===== src/hw/rtl/assert_macros.svh =====
// Assertion macros shared by the sparse polynomial multiplier RTL.
// Every macro samples on the rising edge of clock and is off during reset.
`ifndef ASSERT_MACROS_SVH
`define ASSERT_MACROS_SVH

// Same-cycle implication.
`define SPM_ASSERT_IMPL(lbl, ante, cons) \
   lbl: assert property (@(posedge clock) disable iff (reset) (ante) |-> (cons)) \
      else $error("spm assertion failed");

// Next-cycle implication.
`define SPM_ASSERT_NEXT(lbl, ante, cons) \
   lbl: assert property (@(posedge clock) disable iff (reset) (ante) |=> (cons)) \
      else $error("spm assertion failed");

// Condition that must never occur.
`define SPM_ASSERT_NEVER(lbl, cond) \
   lbl: assert property (@(posedge clock) disable iff (reset) !(cond)) \
      else $error("spm assertion failed");

`endif


===== src/hw/rtl/spm_pkg.sv =====
`timescale 1ns / 1ps
// ----------------------------------------------------------------------------
// spm_pkg
// Constants, codes and shared types of the sparse polynomial multiplier.
// ----------------------------------------------------------------------------
package spm_pkg;

   // Capacity of the first-polynomial store and largest accepted exponent
   localparam int MAX_TERMS    = 64;
   localparam int MAX_EXPONENT = 255;

   // Field widths of the transactions
   localparam int COEFF_W   = 16;
   localparam int EXP_W     = 8;
   localparam int SUM_W     = 44;
   localparam int RES_EXP_W = 9;
   localparam int PROD_W    = 2 * COEFF_W;

   // Accumulator geometry
   localparam int SUM_SLOTS = 2 * MAX_EXPONENT + 2;
   localparam int SLOT_W    = $clog2(SUM_SLOTS);
   localparam int CURSOR_W  = SLOT_W + 1;
   localparam logic [SLOT_W-1:0] TOP_SLOT = SLOT_W'(SUM_SLOTS - 1);

   // Term store geometry
   localparam int IDX_W   = (MAX_TERMS > 1) ? $clog2(MAX_TERMS) : 1;
   localparam int COUNT_W = $clog2(MAX_TERMS + 1);

   typedef enum logic [1:0] {
      FUNC_CLEAR       = 2'd0,
      FUNC_LOAD_FIRST  = 2'd1,
      FUNC_LOAD_SECOND = 2'd2,
      FUNC_FETCH       = 2'd3
   } func_type;

   typedef enum logic [2:0] {
      ST_CLEAR,
      ST_IDLE,
      ST_MAC,
      ST_DRAIN,
      ST_SCAN,
      ST_EMIT
   } state_type;

   // Command to the term store
   typedef struct packed {
      logic                       clear;
      logic                       load;
      logic signed [COEFF_W-1:0]  coeff;
      logic [EXP_W-1:0]           exponent;
   } term_cmd_type;

   // Term read out of the store
   typedef struct packed {
      logic                       valid;
      logic signed [COEFF_W-1:0]  coeff;
      logic [EXP_W-1:0]           exponent;
   } term_type;

   // One access to the accumulator memory
   typedef struct packed {
      logic              en;
      logic [SLOT_W-1:0] addr;
   } sum_access_type;

   // Exponent accepted by the loads
   function automatic logic exp_in_range(logic [EXP_W-1:0] e);
      return int'(e) <= MAX_EXPONENT;
   endfunction

endpackage


===== src/hw/rtl/spm_term_store.sv =====
`timescale 1ns / 1ps
// ----------------------------------------------------------------------------
// spm_term_store
// Memory of first-polynomial terms with fill count and sticky overflow flag.
// ----------------------------------------------------------------------------
module spm_term_store (
   input  logic                           clock,
   input  logic                           reset,
   input  spm_pkg::term_cmd_type          cmd,
   input  logic                           rd_en,
   input  logic [spm_pkg::IDX_W-1:0]      rd_idx,
   output spm_pkg::term_type              rd_term,
   output logic [spm_pkg::COUNT_W-1:0]    count,
   output logic                           dropped
);

   logic [spm_pkg::COEFF_W+spm_pkg::EXP_W-1:0] term_mem [spm_pkg::MAX_TERMS];

   logic [spm_pkg::COUNT_W-1:0]                count_ff, count_in;
   logic                                       dropped_ff, dropped_in;
   logic                                       rd_valid_ff;
   logic [spm_pkg::COEFF_W+spm_pkg::EXP_W-1:0] rd_data_ff;
   logic                                       full;

   assign full = (count_ff == spm_pkg::COUNT_W'(spm_pkg::MAX_TERMS));

   // Advance the count on a stored term, raise the flag on a full store, clear both on a clear
   always_comb begin
      count_in   = count_ff;
      dropped_in = dropped_ff;
      if (cmd.clear) begin
         count_in   = '0;
         dropped_in = 1'b0;
      end else if (cmd.load) begin
         if (full) begin
            dropped_in = 1'b1;
         end else begin
            count_in = count_ff + spm_pkg::COUNT_W'(1);
         end
      end
   end

   always_ff @(posedge clock) begin
      if (reset) begin
         count_ff    <= '0;
         dropped_ff  <= 1'b0;
         rd_valid_ff <= 1'b0;
      end else begin
         count_ff    <= count_in;
         dropped_ff  <= dropped_in;
         rd_valid_ff <= rd_en;
      end
   end

   // Write the new term at the fill position
   always_ff @(posedge clock) begin
      if (cmd.load && !cmd.clear && !full) begin
         term_mem[count_ff[spm_pkg::IDX_W-1:0]] <= {cmd.coeff, cmd.exponent};
      end
   end

   // Registered read port
   always_ff @(posedge clock) begin
      if (rd_en) begin
         rd_data_ff <= term_mem[rd_idx];
      end
   end

   assign rd_term.valid    = rd_valid_ff;
   assign rd_term.coeff    = rd_data_ff[spm_pkg::COEFF_W+spm_pkg::EXP_W-1:spm_pkg::EXP_W];
   assign rd_term.exponent = rd_data_ff[spm_pkg::EXP_W-1:0];
   assign count            = count_ff;
   assign dropped          = dropped_ff;

endmodule


===== config.mk =====
export PLATFORM = sky130hd
export DESIGN_NAME = spm_term_store
export DESIGN_NICKNAME = d
export VERILOG_FILES = /design/src/hw/rtl/assert_macros.svh /design/src/hw/rtl/spm_pkg.sv /design/src/hw/rtl/spm_term_store.sv
export SDC_FILE = /design/constraint.sdc
export NUM_CORES = 1
export LEC_CHECK = 0
export BUFFER_PORTS_ARGS = -buffer_cell sky130_fd_sc_hd__clkbuf_2
export CAP_MARGIN = 20
export CORE_MARGIN = 8
export CORE_UTILIZATION = 66
export CTS_CLUSTER_DIAMETER = 200
export DETAILED_ROUTE_END_ITERATION = 12
export GPL_ROUTABILITY_DRIVEN = 0
export GPL_TIMING_DRIVEN = 0
export HOLD_SLACK_MARGIN = 0.03
export PLACE_DENSITY_LB_ADDON = 0.25
export SETUP_SLACK_MARGIN = 0.1
export SYNTH_ARGS = -nofsm -noshare
export SYNTH_HDL_FRONTEND = slang
export SYNTH_SLANG_ARGS = --single-unit

===== constraint.sdc =====
create_clock -name clock -period 9.2 [get_ports clock]
set_input_delay 1.84 -clock clock [delete_from_list [all_inputs] [get_ports clock]]
set_output_delay 1.84 -clock clock [all_outputs]
set_load 0.01 [all_outputs]

==> metrics <==
Area contributors post-synth=edfxtp_1, mux4_2, mux2i_1, mux2_2, nor2_1; Syn-to-layout area delta=12.6%; Max-Cap Viols=0; Final Slew Violations=0; Crit Path Max Fanout=10; status=complete, no violations; pwr dens=214 mW/mm2; reg-to-reg slack, setup=4.99 ns; Slew @ Worst Pin=about 1.3 ns; number of buffers and inverters on the critical path=5; unrepaired setup endpoints after global routing=false; FILL cells=4,796; FF-to-FF Start=count[3]; yosys synthesis warning count=0; TritonCTS clock tree=built; Synth area leader=edfxtp_1; post-synthesis cell area=0.0606 mm2; Setup CP Type=in -> reg; Worst path top cell family by delay=buffers and inverters; CP Launch Type=input port; CP peak stage delay=0.88 ns; number of library cell types mapped by synthesis=46; clk sinks=~1,600; vias in the first global route=31,305; Die Ht=319 um; antenna violations before repair=7; leakage power=roughly 22 nW; CTS resizes=0; drt pass-1 iters=6; via/cell ratio=7.20; Period minus WS final=4.92 ns; post-DP HPWL=97,800 um; Post-CTS Repair Setup Buffers=0; async set-or-reset flop fraction in the synthesized netlist=0%; post-route DRC violation count=0; Peak Freq=203 MHz; num rows=approximately 110; r2r worst-path depth=7; WP data required=~9.6 ns; critical-path cell list=clkbuf_2 > buf_4 > buf_6 > buf_2 > buf_1 > nand2_1 > o22ai_1 > nor3_1 > a22oi_1 > o21ai_1; Synth top area share=77.2%; Post-Syn Area per Cell=21.7 um2; # IOs=68; Worst setup EP type=register; peak supply drop=0.212 mV; Syn Nets=2,838; fin crit share=53.5%; Nets=3,092; Slowest-stage cell, CP=buf_1; Starting Density=66.4%; Die X=about 320 um; root buffer cell=clkbuf_16; GRT Residual Overflow=0; final setup fails=0; Die ar.=0.102 mm2; worst hold path type=reg -> reg; htree depth=4; largest net degree at the start of global routing=65; Main synth FF type=edfxtp_1; CP endpoint=rd_data_ff[14]; First DRT Iteration DRCs=5,092; Hold WS=0.484 ns; Total Negative Setup Slacks=0 ns; FF+latch count, synth=1,569; WP data arrival=5.31 ns; RR Endpoint=term_mem[37][8]; IO Port Bufs=63; cell count after synthesis=2,801; DR WL/cell=36.7 um; Worst Setup SP=rd_idx[1]; clk buf depth=3; total wire length=160,000 um; Final Hold Fails=0; sequential area share after synthesis=between 70% and 80%; skew final=0.0291 ns; relative slew slack=14.5%; CTS buffer count=151; worst-skew pair later-pin latency=approximately 0.76 ns; CTS clk-pin slew, worst paths=0.06 ns; logic depth of the worst path, buffers included=10; number of synthesized flops with an enable pin=roughly 1,600; via count=around 31,000; fraction of layout cells with a size suffix above 1=26.5%; Core Area=approximately 0.09 mm2; first-pass GRT wire length=223,000 um; # hold bufs at CTS=0; Total GRT Usage=31.0%; Detail Route Antenna Nets=0
==> where the power goes <==
part           internal (mW)  switching, mW
registers               7.88        0.00896
clock network           3.34           2.62
logic                  0.267          0.515
total                   11.5           3.15
==> cell usage after synthesis (26+ instances only) <==
cell	instances
edfxtp_1	1560
mux4_2	290
mux2i_1	191
nor2_1	95
mux2_2	85
clkbuf_1	61
nand2_1	58
o22ai_1	50
a22oi_1	46
a22o_1	32
buf_2	26
==> registers in the layout (all words and copies together) (netlist names) <==
signal,cells
rd_valid_ff,1
term_mem,1536
dropped,1
rd_data_ff,24
count,7
==> cells by family (layout without fill, tap and decap cells) <==
family / count (synthesis) / after routing / share of synthesized area (%)
flip-flops: 1569 / 1569 / 77.5
buffers and inverters: 165 / 533 / 1.75
AO/OA/AOI/OAI: 248 / 248 / 2.92
XOR/XNOR: 4 / 4 / 0.0578
AND/OR/NAND/NOR: 237 / 237 / 1.76
other: 0 / 2 / 0
adder cells (fa/ha/maj): 2 / 2 / 0.0413
multiplexers: 576 / 576 / 15.9
==> tightest hold or removal path, cell delays in order, from the launching register on <==
cell     delay [ns]
dfxtp_1        0.33
a21oi_1        0.04
nor2_1         0.08
==> cells in the final DEF (no fill, tap or decap), types with 27 or more instances in the layout <==
| master | instances |
|---|---|
| edfxtp_1 | 1560 |
| mux4_2 | 290 |
| mux2i_1 | 191 |
| clkbuf_16 | 158 |
| clkbuf_1 | 96 |
| mux2_2 | 85 |
| nand2_1 | 58 |
| clkbuf_2 | 57 |
| nor2_4 | 51 |
| o22ai_1 | 50 |
| a22oi_1 | 46 |
| a22o_1 | 32 |
| nor2_1 | 31 |
| buf_2 | 27 |
| clkinv_2 | 27 |
==> per-stage QoR <==
step / util (%) / instance area, um2 / instances / total power, mW / worst slack (ns)
2_1_floorplan: - / 60600 / 2801 / 8.42 / 5.25
3_3_place_gp: 68.3 / 62400 / 4050 / 8.75 / 3.42
3_5_place_dp: 69.4 / 63400 / 4077 / 8.79 / 3.61
4_1_cts: 74.5 / 68100 / 4344 / 14.6 / 4.35
5_1_grt: 74.7 / 68300 / 4356 / 14.9 / 4.41
6_report: 74.7 / 68300 / 4357 / 14.6 / 4.28
==> layer usage <==
metal	part of all wire (%)	global-route usage, %	vias to the layer above
li1	-	-	12242
met1	34	40.2	16074
met2	47	48.0	2561
met3	13	9.40	488
met4	5.7	15.8	4
met5	0.016	0	-
==> layout make-up <==
class                   instances  area [um2]  area share [%]
multi-input cells            1067       13000            19.0
diodes                          2        5.00         0.00733
well taps                    1186        1480            2.17
repair buffers                101        1080            1.58
clock inverters                74         578           0.846
inverters                       3        11.3          0.0165
plain buffers                 162        1050            1.54
flip-flops and latches       1569       47000            68.9
clock buffers                 193        4090            5.98
==> worst min-delay path by stage <==
stage / startpoint / end / slack (ns) / depth (start not counted)
finish: dropped / dropped / 0.48 / 2
global route: count[6] / count[6] / 0.53 / 2
CTS: dropped / dropped / 0.49 / 2
detailed placement: dropped / dropped / 0.46 / 2
global placement: dropped / dropped / 0.47 / 2
floorplan: dropped / dropped / 0.50 / 2
Power figures use the tool's default switching activity.
